==> config.mk <==
export PLATFORM = sky130hd
export DESIGN_NAME = char_lcd_nibble_writer
export DESIGN_NICKNAME = d
export VERILOG_FILES = /design/src/rtl/lcdnw_pkg.sv /design/src/rtl/lcdnw_ctrl.sv /design/src/rtl/lcdnw_dp.sv /design/src/rtl/char_lcd_nibble_writer.sv
export SDC_FILE = /design/constraint.sdc
export NUM_CORES = 1
export LEC_CHECK = 0
export ABC_AREA = 1
export BUFFER_PORTS_ARGS = -buffer_cell sky130_fd_sc_hd__buf_2
export CORE_UTILIZATION = 63
export CTS_CLUSTER_DIAMETER = 200
export DETAILED_ROUTE_END_ITERATION = 6
export HOLD_SLACK_MARGIN = 0.06
export PLACE_DENSITY = 0.93
export SKIP_CTS_REPAIR_TIMING = 1
export SYNTH_ARGS = -nofsm -noshare
export SYNTH_HDL_FRONTEND = slang
export SYNTH_SLANG_ARGS = --single-unit
==> constraint.sdc <==
create_clock -name i_clk -period 10.6 [get_ports i_clk]
set_clock_uncertainty 0.15 [all_clocks]
set_input_delay 0.53 -clock i_clk [delete_from_list [all_inputs] [get_ports i_clk]]
set_output_delay 0.53 -clock i_clk [all_outputs]
set_load 0.02 [all_outputs]
==> src/rtl/lcdnw_pkg.sv <==
`default_nettype none

package lcdnw_pkg;

    // Input item actions.
    localparam logic [1:0] ACT_INIT     = 2'd0;
    localparam logic [1:0] ACT_COMMAND  = 2'd1;
    localparam logic [1:0] ACT_DATA     = 2'd2;
    localparam logic [1:0] ACT_POSITION = 2'd3;

    // Configuration register indexes.
    localparam logic [2:0] CFG_PULSE_WAIT   = 3'd0;
    localparam logic [2:0] CFG_COMMAND_WAIT = 3'd1;
    localparam logic [2:0] CFG_CLEAR_WAIT   = 3'd2;
    localparam logic [2:0] CFG_POWER_WAIT   = 3'd3;
    localparam logic [2:0] CFG_NIBBLE_WAIT  = 3'd4;

    // Register reset values.
    localparam logic [7:0]  PULSE_WAIT_RST   = 8'd1;
    localparam logic [15:0] COMMAND_WAIT_RST = 16'd40;
    localparam logic [15:0] CLEAR_WAIT_RST   = 16'd2000;
    localparam logic [15:0] POWER_WAIT_RST   = 16'd15000;
    localparam logic [15:0] NIBBLE_WAIT_RST  = 16'd4000;

    // Display bytes with special meaning.
    localparam logic [7:0] CMD_CLEAR       = 8'h01;
    localparam logic [7:0] CMD_SET_ADDRESS = 8'h80;

    // Function-set nibbles of the power-up sequence.
    localparam logic [3:0] NIB_WAKE  = 4'h3;
    localparam logic [3:0] NIB_4BIT  = 4'h2;

    // Last step of each sequencer phase and last power-up index.
    localparam logic [1:0] NIB_LAST_STEP  = 2'd2;
    localparam logic [2:0] BYTE_LAST_STEP = 3'd5;
    localparam logic [1:0] INIT_LAST_IDX  = 2'd3;

    // Configuration port widths.
    localparam int CFG_IDX_W  = 3;
    localparam int CFG_DATA_W = 16;

    typedef struct packed {
        logic [1:0] action;
        logic [7:0] value;
        logic [5:0] column;
        logic [1:0] row;
    } t_in_item;

    typedef struct packed {
        logic [7:0]  port;
        logic [15:0] hold_us;
        logic        last;
    } t_out_item;

    // Kind of port write that the sequencer asks for.
    typedef enum logic [1:0] {
        KIND_POWER,
        KIND_NIBBLE,
        KIND_BYTE
    } t_kind;

    // Command from the controller to the datapath.
    typedef struct packed {
        logic       load;
        logic       emit;
        t_kind      kind;
        logic [2:0] step;
        logic [1:0] idx;
        logic       init;
        logic       last;
    } t_cmd;

    // DDRAM offset of each display row.
    function automatic logic [6:0] row_offset(input logic [1:0] row);
        logic [6:0] off;
        case (row)
            2'd0:    off = 7'h00;
            2'd1:    off = 7'h40;
            2'd2:    off = 7'h14;
            default: off = 7'h54;
        endcase
        return off;
    endfunction

    // Command bytes sent at the end of initialization.
    function automatic logic [7:0] init_byte(input logic [1:0] idx);
        logic [7:0] b;
        case (idx)
            2'd0:    b = 8'h28;
            2'd1:    b = 8'h0C;
            2'd2:    b = 8'h06;
            default: b = CMD_CLEAR;
        endcase
        return b;
    endfunction

    // Port byte layout: nibble in bits 7..4, enable in bit 2, select in bit 0.
    function automatic logic [7:0] port_byte(input logic [3:0] nib, input logic en,
                                             input logic rs);
        return {nib, 1'b0, en, 1'b0, rs};
    endfunction

endpackage

`default_nettype wire

==> src/rtl/lcdnw_ctrl.sv <==
`default_nettype none

module lcdnw_ctrl (
    input  wire logic            i_clk,
    input  wire logic            i_rst_n,
    input  wire logic            start,
    input  wire logic            i_is_init,
    output logic                 busy,
    output lcdnw_pkg::t_cmd      o_cmd
);

    typedef enum logic [1:0] {
        ST_IDLE,
        ST_POWER,
        ST_NIBBLE,
        ST_BYTE
    } t_state;

    t_state     r_state, n_state;
    logic [2:0] r_step, n_step;
    logic [1:0] r_idx, n_idx;
    logic       r_init, n_init;
    logic       accept;

    assign accept = start && (r_state == ST_IDLE);
    assign busy   = (r_state != ST_IDLE);

    // Walk the power-up sequence or a single byte, one port write per cycle.
    always_comb begin
        n_state = r_state;
        n_step  = r_step;
        n_idx   = r_idx;
        n_init  = r_init;

        o_cmd      = '0;
        o_cmd.load = accept;
        o_cmd.kind = lcdnw_pkg::KIND_POWER;
        o_cmd.step = r_step;
        o_cmd.idx  = r_idx;
        o_cmd.init = r_init;

        unique case (r_state)
            ST_IDLE: begin
                if (accept) begin
                    n_step = '0;
                    n_idx  = '0;
                    n_init = i_is_init;
                    n_state = i_is_init ? ST_POWER : ST_BYTE;
                end
            end
            ST_POWER: begin
                o_cmd.emit = 1'b1;
                o_cmd.kind = lcdnw_pkg::KIND_POWER;
                n_state = ST_NIBBLE;
                n_step  = '0;
                n_idx   = '0;
            end
            ST_NIBBLE: begin
                o_cmd.emit = 1'b1;
                o_cmd.kind = lcdnw_pkg::KIND_NIBBLE;
                if (r_step[1:0] == lcdnw_pkg::NIB_LAST_STEP) begin
                    n_step = '0;
                    if (r_idx == lcdnw_pkg::INIT_LAST_IDX) begin
                        n_idx   = '0;
                        n_state = ST_BYTE;
                    end else begin
                        n_idx = r_idx + 2'd1;
                    end
                end else begin
                    n_step = r_step + 3'd1;
                end
            end
            ST_BYTE: begin
                o_cmd.emit = 1'b1;
                o_cmd.kind = lcdnw_pkg::KIND_BYTE;
                if (r_step == lcdnw_pkg::BYTE_LAST_STEP) begin
                    n_step = '0;
                    if (r_init && (r_idx != lcdnw_pkg::INIT_LAST_IDX)) begin
                        n_idx = r_idx + 2'd1;
                    end else begin
                        o_cmd.last = 1'b1;
                        n_state    = ST_IDLE;
                    end
                end else begin
                    n_step = r_step + 3'd1;
                end
            end
            default: begin
                n_state = ST_IDLE;
            end
        endcase
    end

    // State and counters.
    always_ff @(posedge i_clk) begin
        if (!i_rst_n) begin
            r_state <= ST_IDLE;
            r_step  <= '0;
            r_idx   <= '0;
            r_init  <= 1'b0;
        end else begin
            r_state <= n_state;
            r_step  <= n_step;
            r_idx   <= n_idx;
            r_init  <= n_init;
        end
    end

endmodule

`default_nettype wire

==> src/rtl/lcdnw_dp.sv <==
`default_nettype none

module lcdnw_dp (
    input  wire logic                                i_clk,
    input  wire logic                                i_rst_n,
    input  wire lcdnw_pkg::t_cmd                     i_cmd,
    input  wire lcdnw_pkg::t_in_item                 i_in,
    input  wire logic                                i_cfg_we,
    input  wire logic [lcdnw_pkg::CFG_IDX_W-1:0]     i_cfg_index,
    input  wire logic [lcdnw_pkg::CFG_DATA_W-1:0]    i_cfg_data,
    output logic                                     o_is_init,
    output logic                                     o_strobe,
    output lcdnw_pkg::t_out_item                     o_out
);

    logic [7:0]  r_pulse_wait;
    logic [15:0] r_command_wait;
    logic [15:0] r_clear_wait;
    logic [15:0] r_power_wait;
    logic [15:0] r_nibble_wait;

    logic [7:0]  r_byte;
    logic        r_rs;
    logic        r_is_clear;
    logic        r_strobe;
    lcdnw_pkg::t_out_item r_out;

    logic [6:0]  pos_addr;
    logic [7:0]  in_byte;
    logic [7:0]  cur_byte;
    logic        cur_rs;
    logic        cur_clear;
    logic [15:0] end_wait;
    logic [16:0] wait_sum;
    logic [15:0] wait_sat;
    logic [3:0]  cur_nib;
    lcdnw_pkg::t_out_item n_out;

    assign o_is_init = (i_in.action == lcdnw_pkg::ACT_INIT);

    // Byte for a command, data or cursor position item.
    assign pos_addr = lcdnw_pkg::row_offset(i_in.row) + {1'b0, i_in.column};
    assign in_byte  = (i_in.action == lcdnw_pkg::ACT_POSITION)
                    ? (lcdnw_pkg::CMD_SET_ADDRESS | {1'b0, pos_addr})
                    : i_in.value;

    // Configuration registers.
    always_ff @(posedge i_clk) begin
        if (!i_rst_n) begin
            r_pulse_wait   <= lcdnw_pkg::PULSE_WAIT_RST;
            r_command_wait <= lcdnw_pkg::COMMAND_WAIT_RST;
            r_clear_wait   <= lcdnw_pkg::CLEAR_WAIT_RST;
            r_power_wait   <= lcdnw_pkg::POWER_WAIT_RST;
            r_nibble_wait  <= lcdnw_pkg::NIBBLE_WAIT_RST;
        end else if (i_cfg_we) begin
            unique case (i_cfg_index)
                lcdnw_pkg::CFG_PULSE_WAIT:   r_pulse_wait   <= i_cfg_data[7:0];
                lcdnw_pkg::CFG_COMMAND_WAIT: r_command_wait <= i_cfg_data;
                lcdnw_pkg::CFG_CLEAR_WAIT:   r_clear_wait   <= i_cfg_data;
                lcdnw_pkg::CFG_POWER_WAIT:   r_power_wait   <= i_cfg_data;
                lcdnw_pkg::CFG_NIBBLE_WAIT:  r_nibble_wait  <= i_cfg_data;
                default: begin
                end
            endcase
        end
    end

    // Capture the item's byte and its register select when it is accepted.
    always_ff @(posedge i_clk) begin
        if (i_cmd.load) begin
            r_byte     <= in_byte;
            r_rs       <= (i_in.action == lcdnw_pkg::ACT_DATA);
            r_is_clear <= (i_in.action == lcdnw_pkg::ACT_COMMAND)
                       && (i_in.value == lcdnw_pkg::CMD_CLEAR);
        end
    end

    // Byte being sent: a power-up command or the captured one.
    assign cur_byte  = i_cmd.init ? lcdnw_pkg::init_byte(i_cmd.idx) : r_byte;
    assign cur_rs    = i_cmd.init ? 1'b0 : r_rs;
    assign cur_clear = i_cmd.init ? (i_cmd.idx == lcdnw_pkg::INIT_LAST_IDX) : r_is_clear;

    // Wait after the closing write, saturated at the field's range.
    always_comb begin
        if (i_cmd.kind == lcdnw_pkg::KIND_NIBBLE) begin
            end_wait = r_nibble_wait;
        end else if (cur_clear) begin
            end_wait = r_clear_wait;
        end else begin
            end_wait = r_command_wait;
        end
    end
    assign wait_sum = {9'd0, r_pulse_wait} + {1'b0, end_wait};
    assign wait_sat = wait_sum[16] ? 16'hFFFF : wait_sum[15:0];

    assign cur_nib = (i_cmd.idx == lcdnw_pkg::INIT_LAST_IDX)
                   ? lcdnw_pkg::NIB_4BIT : lcdnw_pkg::NIB_WAKE;

    // Port byte and hold time for the requested write.
    always_comb begin
        n_out      = '0;
        n_out.last = i_cmd.last;
        case (i_cmd.kind)
            lcdnw_pkg::KIND_POWER: begin
                n_out.port    = '0;
                n_out.hold_us = r_power_wait;
            end
            lcdnw_pkg::KIND_NIBBLE: begin
                case (i_cmd.step[1:0])
                    2'd0: begin
                        n_out.port    = lcdnw_pkg::port_byte(cur_nib, 1'b0, 1'b0);
                        n_out.hold_us = '0;
                    end
                    2'd1: begin
                        n_out.port    = lcdnw_pkg::port_byte(cur_nib, 1'b1, 1'b0);
                        n_out.hold_us = {8'd0, r_pulse_wait};
                    end
                    default: begin
                        n_out.port    = lcdnw_pkg::port_byte(cur_nib, 1'b0, 1'b0);
                        n_out.hold_us = wait_sat;
                    end
                endcase
            end
            default: begin
                case (i_cmd.step)
                    3'd0, 3'd2: begin
                        n_out.port    = lcdnw_pkg::port_byte(cur_byte[7:4], 1'b0, cur_rs);
                        n_out.hold_us = {8'd0, r_pulse_wait};
                    end
                    3'd1: begin
                        n_out.port    = lcdnw_pkg::port_byte(cur_byte[7:4], 1'b1, cur_rs);
                        n_out.hold_us = {8'd0, r_pulse_wait};
                    end
                    3'd3: begin
                        n_out.port    = lcdnw_pkg::port_byte(cur_byte[3:0], 1'b0, cur_rs);
                        n_out.hold_us = '0;
                    end
                    3'd4: begin
                        n_out.port    = lcdnw_pkg::port_byte(cur_byte[3:0], 1'b1, cur_rs);
                        n_out.hold_us = {8'd0, r_pulse_wait};
                    end
                    default: begin
                        n_out.port    = lcdnw_pkg::port_byte(cur_byte[3:0], 1'b0, cur_rs);
                        n_out.hold_us = wait_sat;
                    end
                endcase
            end
        endcase
    end

    // Output register: each item is shown for one cycle.
    always_ff @(posedge i_clk) begin
        if (!i_rst_n) begin
            r_strobe <= 1'b0;
        end else begin
            r_strobe <= i_cmd.emit;
        end
    end

    always_ff @(posedge i_clk) begin
        if (i_cmd.emit) begin
            r_out <= n_out;
        end
    end

    assign o_strobe = r_strobe;
    assign o_out    = r_out;

endmodule

`default_nettype wire

==> src/rtl/char_lcd_nibble_writer.sv <==
// Channel   Handshake                Payload
// input     start, accepted !busy    i_in  (action, value, column, row)
// result    o_strobe, one cycle      o_out (port, hold_us, last)
// config    i_cfg_we, no wait        i_cfg_index, i_cfg_data
//
// A command, data or cursor item gives 6 results, initialization 37, one per
// cycle; the first reaches the ports through the state register and then the
// output register. A new item may start in the cycle busy falls, so the block
// takes no new item before it is through with the last one.
// Reset is synchronous and active low; it restores the register defaults.
// The receiver cannot stall: every result is valid for exactly one cycle.
`default_nettype none

module char_lcd_nibble_writer (
    input  wire logic                                i_clk,
    input  wire logic                                i_rst_n,
    input  wire logic                                start,
    output logic                                     busy,
    input  wire lcdnw_pkg::t_in_item                 i_in,
    output logic                                     o_strobe,
    output lcdnw_pkg::t_out_item                     o_out,
    input  wire logic                                i_cfg_we,
    input  wire logic [lcdnw_pkg::CFG_IDX_W-1:0]     i_cfg_index,
    input  wire logic [lcdnw_pkg::CFG_DATA_W-1:0]    i_cfg_data
);

    lcdnw_pkg::t_cmd cmd;
    logic            is_init;

    // Sequencer.
    lcdnw_ctrl u_ctrl (
        .i_clk     (i_clk),
        .i_rst_n   (i_rst_n),
        .start     (start),
        .i_is_init (is_init),
        .busy      (busy),
        .o_cmd     (cmd)
    );

    // Registers, byte capture and port formatting.
    lcdnw_dp u_dp (
        .i_clk       (i_clk),
        .i_rst_n     (i_rst_n),
        .i_cmd       (cmd),
        .i_in        (i_in),
        .i_cfg_we    (i_cfg_we),
        .i_cfg_index (i_cfg_index),
        .i_cfg_data  (i_cfg_data),
        .o_is_init   (is_init),
        .o_strobe    (o_strobe),
        .o_out       (o_out)
    );

endmodule

`default_nettype wire

Word level (Yosys, flattened, before mapping)
Index checks and enable logic that the tools add are counted.
{"block": "op_classes", "add_sub_neg": 4, "eq_ne": 31, "n_mux": 32, "n_reduce_logical": 22}
{"operator": "case mux 24 bit (4 select lines)", "count": 1}
{"operator": "2-to-1 mux 16 bit", "count": 3}
{"operator": "case mux 24 bit (2 select lines)", "count": 1}
{"operator": "case mux 19 bit (2 select lines)", "count": 1}
{"operator": "2-to-1 mux 2 bit", "count": 11}
{"operator": "case mux 7 bit (3 select lines)", "count": 1}
{"operator": "case mux 6 bit (3 select lines)", "count": 1}
{"operator": "adder 8 x 16 -> 17 bit", "count": 1}
{"operator": "equality test 2 bit, second input constant", "count": 8}
{"operator": "case mux 2 bit (4 select lines)", "count": 2}
{"operator": "AND reduction 2 bit", "count": 7}
{"operator": "equality test 2 x 1 -> 1 bit, second input constant", "count": 6}
{"operator": "equality test 3 x 2 -> 1 bit, second input constant", "count": 4}
{"operator": "zero test 2 bit", "count": 6}
{"operator": "case mux 3 bit (4 select lines)", "count": 1}
{"operator": "!= test 2 x 1 -> 1 bit, second input constant", "count": 5}
{"operator": "equality test 3 bit, second input constant", "count": 3}
{"operator": "2-to-1 mux 3 bit", "count": 3}
{"operator": "case mux 3 bit (3 select lines)", "count": 1}
{"operator": "equality test 8 x 1 -> 1 bit, second input constant", "count": 1}
{"operator": "2-to-1 mux 8 bit", "count": 1}
{"operator": "adder 7 x 6 -> 7 bit", "count": 1}
{"operator": "2-to-1 mux 7 bit", "count": 1}
{"operator": "equality test 3 x 1 -> 1 bit, second input constant", "count": 2}
{"operator": "10 further kinds", "count": 17}
{"block": "totals", "regBits": 116, "out_inout_bits": 27}

Logic depth before layout (Yosys ltp)
{"block": "depth", "depth_word": 8, "depth_mapped": 22, "mapped_depth_nobuf": 20}

By module
Synthesis repeated with hierarchy kept, for this count alone.
{"block": "hier_totals", "hier_cells": 795, "area_unflattened_um2": 5947.0}
{"mod": "lcdnw_dp", "n_inst": 1, "cells_per_inst": 702, "area_per_inst_um2": 5321.4}
{"mod": "lcdnw_ctrl", "n_inst": 1, "cells_per_inst": 93, "area_per_inst_um2": 625.6}

Worst setup path after synthesis
No wires, ideal clock.
{"block": "synth_path", "path_type": "reg-to-reg", "from": "reg u_ctrl.r_idx[0]", "to": "reg u_dp.r_out (netlist bit u_dp.o_out[9]) (data pin)", "arrival_time_ns": 3.068, "required_time_ns": 10.308, "slack_ns": 7.240, "path_stages_with_launch": 23, "synth_period_minus_slack_ns": 3.360, "cell_sequence": "dfxtp_1 > ha_1 > clkinv_1 > nand2_4 > nand2_2 > buf_6 > buf_2 > inv_1 > o21ai_0 > o21ai_0 > ha_1 > inv_1 > fa_1 > o21ai_1 > nand4_1 > nand2_1 > nand2_2 > nor2_4 > nand2_2 > buf_6 > nand2_1 > nand2_1 > o21ai_2"}
{"item": "start, declared", "line": "lcdnw_ctrl.sv:21", "rtl": "logic [1:0] r_idx, n_idx;"}
{"item": "start signal, assigned", "line": "lcdnw_ctrl.sv:104", "rtl": "r_idx <= n_idx;"}
{"item": "end signal, assigned", "line": "lcdnw_dp.sv:162", "rtl": "r_out <= n_out;"}
{"item": "end, declared", "line": "lcdnw_dp.sv:26", "rtl": "lcdnw_pkg::t_out_item r_out;"}

==> results.tsv <==
stage	metric	value	unit
final_layout	fillers	636	
final_layout	diodes	0	
worst_setup_path	reg2reg_to	u_dp.o_out[3]	
route	dr.pass1.iters	6	
logic_synthesis	ys_top_cells_by_count	nand2_1 (165), nor2_1 (122), o21ai_0 (97)	
floorplanning	chipWidth	98.9	um
power_and_ir_drop	p_sw	0.000641	W
sta	rsz0062_at_grt	false	
logic_synthesis	synth_top_family_by_area	simple AND/OR/NAND/NOR gates	
logic_synthesis	synthXorXnorAreaFrac	1.18	%
logic_synthesis	ys_types	43	
power_and_ir_drop	p_int	0.00105	W
floorplanning	coreArea	9150	sq um
floorplanning	initial_utilization	64.7	%
sta	min_period	4.26	ns
worst_setup_path	r2r_slack	6.34	ns
logic_synthesis	synth_area	5920	sq um
sta	max_slew_margin	31.9	%
floorplanning	ios	68	
sta	setup_viol	0	
grt	grt_pass1_vias	5318	
worst_setup_path	r2r_start	u_ctrl.r_init	
final_layout	drive_gt1_share	14.1	%
logic_synthesis	muxShareOfSynthArea	0.528	%
clock_tree	cts_buffers	17	
sta	tightestPinTransition	1.02	ns
floorplanning	placement_rows	35	
grt	grt_pass1_wl	25200	um
floorplanning	dieArea	9790	sq um
logic_synthesis	yosysWarnings	0	
worst_setup_path	crit_fanout	20	
worst_setup_path	cp.required	10.82	ns
logic_synthesis	synthArstFlopShare	0	%
grt	gr-total-overflow	0	
worst_setup_path	cp-end-kind	flop	
job	cap_viol_max_count	0	
worst_setup_path	critPathLaunch	u_ctrl.r_init	
logic_synthesis	yosys.area_share.simple	27.7	%
logic_synthesis	syn_avg_cell_area	7.42	sq um
final_layout	area_growth	15.1	%
route	vias_per_cell	5.89	
placement	dpl_cell_area	6250	sq um
grt	antenna_found_initial	0	
grt	grt_usage	33.2	%
logic_synthesis	seq_area_frac_synth	44.1	%
logic_synthesis	yosysTopAreaCellShare	27.4	%
route	drcViolationCount	0	
logic_synthesis	synth-edff-count	33	
final_layout	nets	918	
clock_tree	clk_pin_slew	0.05	ns
logic_synthesis	yosys-top-cells-area	dfxtp_1 (27%), edfxtp_1 (17%), nand2_1 (10%)	
run_status	status	finished, final reports clean	
logic_synthesis	syn-instance-count	798	
clock_tree	insertion_delay	0.54	ns
floorplanning	die_y	98.9	um
grt	grt_use_met3	8.87	%
logic_synthesis	synth-compound-area-share	13.4	%
placement	globalplace.congestion	0.950	
route	vias	5750	
logic_synthesis	synth-main-ff-cell	dfxtp_1	
worst_setup_path	cp.arrival	4.48	ns
power_and_ir_drop	sw_frac_of_total	38.0	%
logic_synthesis	yosys_register_bits	114	
clock_tree	cts_max_level	4	
sta	fin_crit_sh	40.2	%
final_layout	regArea	2610	sq um
grt	use_met1	43.5	%
route	drt-initial-drc-count	727	
power_and_ir_drop	power_frac_clock	31.5	%
worst_setup_path	worstSetupPathType	flop to flop	
sta	max_freq	0.235	GHz
power_and_ir_drop	pwr-share-comb	34.4	%
route	wl	15600	um
logic_synthesis	synth_fa_ha_area_share	5.20	%
sta	slew_viol_final	0	
power_and_ir_drop	seqPwrFrac	34.1	%
power_and_ir_drop	leakage	3.19	nW
logic_synthesis	yosysTopAreaCell	dfxtp_1	
grt	grt_max_degree	79	
placement	port_buffers	65	
worst_setup_path	crit_end	u_dp.o_out[3]	
final_layout	fin_area	6810	sq um
clock_tree	clkSinkCount	114	
grt	grt_use_met2	51.2	%
route	drtAntennaViolNets	0	
worst_setup_path	start_kind	flop	
sta	fin_setup_tns	0	ns
logic_synthesis	synth.most_common_cell	nand2_1	
clock_tree	cts_tree	done	
sta	hold_viol_final	0	
power_and_ir_drop	power_density	248	nW/um^2
route	avgRoutedWirePerCell	16.0	um
final_layout	multi_input_area	2850	sq um
power_and_ir_drop	vdd_drop_max	0.135	mV
grt	top_usage_layer	met2	
clock_tree	cts-root-buf	clkbuf_8	
clock_tree	clockBufferDepth	2	
min_path	hold_class	input pin to flop	
placement	hpwl	10500	um
worst_setup_path	reg2reg_depth	18	
-- critical path: stages, from the launching register on --
cell and delay [ns]:
dfxtp_1 0.63, inv_1 0.20, nand2_4 0.16, nand2_2 0.23, inv_1 0.25, o21ai_0 0.11
o21ai_0 0.35, ha_1 0.28, inv_1 0.08, fa_1 0.41, o21ai_1 0.27, nand4_1 0.13
nand2_1 0.13, nand2_2 0.10, nor2_4 0.12, nand2_2 0.19, nand2_1 0.13, nand2_1 0.07
o211ai_1 0.10
-- registers in the layout (all words and copies together), names as in the netlist --
signal and count:
u_dp.r_nibble_wait 16, u_dp.r_byte 8, u_dp.r_pulse_wait 8, u_ctrl.r_step 3
u_dp.r_power_wait 16, u_dp.r_is_clear 1, u_ctrl.r_init 1, u_dp.r_rs 1
u_dp.r_command_wait 16, u_dp.o_out 23, u_ctrl.r_state 2, u_ctrl.r_idx 2
u_dp.o_strobe 1, u_dp.r_clear_wait 16
-- power by group through the flow --
stage | Clock [W] | Sequential (W) | Combinational, W
after floorplan | 0 | 0.000628 | 0.000356
after global placement | 0 | 0.000579 | 0.000534
after detailed placement | 0 | 0.000583 | 0.000548
after CTS | 0.000532 | 0.000575 | 0.000565
after global routing | 0.000551 | 0.000582 | 0.000631
final | 0.000532 | 0.000576 | 0.000579
-- cells in the final DEF, fill, tap and decap left out, types with 2 or more instances in the layout --
cell,count
a21oi_1,38
or2_2,5
nand2_2,7
nand2_4,2
inv_4,2
a31oi_1,3
buf_2,65
nand3b_1,6
nor2_1,122
o211ai_1,2
nand2_1,165
inv_1,72
clkinv_2,5
o22ai_1,2
mux2i_1,2
a211oi_1,3
xor2_1,4
edfxtp_1,33
conb_1,2
clkbuf_16,19
buf_4,5
o21ai_0,97
o21ai_1,2
nor3_1,6
nand3_1,63
xnor2_1,4
ha_1,23
clkbuf_1,3
clkbuf_8,2
nand4_1,4
inv_2,3
dfxtp_1,81
-- cells by family (layout without fill, tap and decap cells) --
kind of cell	count (synthesis)	in the layout
mux	3	3
xor+xnor	8	8
compound gates	152	152
fa+ha+maj	24	24
simple gates	385	385
buf+inv	111	178
flops	114	114
other cells	1	2
-- metal layers --
layer  vias to the layer above  wire [um]
li1                       2725          -
met1                      2580       6370
met2                       380       6970
met3                        65       1740
met4                         0        521
met5                         -          0
-- worst min path at each step --
stage                     cells past startpoint  slack [ns]                  start                     end
after floorplan                               2        0.27  u_dp.r_nibble_wait[8]   u_dp.r_nibble_wait[8]
after global placement                        2        0.28  u_dp.r_nibble_wait[8]   u_dp.r_nibble_wait[8]
after detailed placement                      2        0.30  u_dp.r_power_wait[11]   u_dp.r_power_wait[11]
after CTS                                     3        0.12               i_in[15]          u_dp.r_byte[7]
after global routing                          3        0.15         i_cfg_data[10]  u_dp.r_nibble_wait[10]
final                                         3        0.13               i_in[15]          u_dp.r_byte[7]
-- stage by stage --
stage	hold slack [ns]	util (%)	setup WS [ns]	total power, W	cells
floorplan	0.271	-	7.24	0.000984	799
global placement	0.284	68.3	6.94	0.00111	945
detailed placement	0.299	68.3	6.74	0.00113	945
CTS	0.123	74.4	6.49	0.00167	977
global route	0.150	74.4	6.07	0.00176	977
finish	0.127	74.4	6.34	0.00169	977
-- layout make-up --
class | count | share of cell area, %
multi-input cells | 574 | 41.9
flip-flops and latches | 114 | 38.4
clock buffers | 24 | 7.55
repair buffers | 70 | 5.33
inverters | 76 | 4.19
well taps | 111 | 2.04
clock inverters | 8 | 0.661
(Power assumes the default switching activity.)
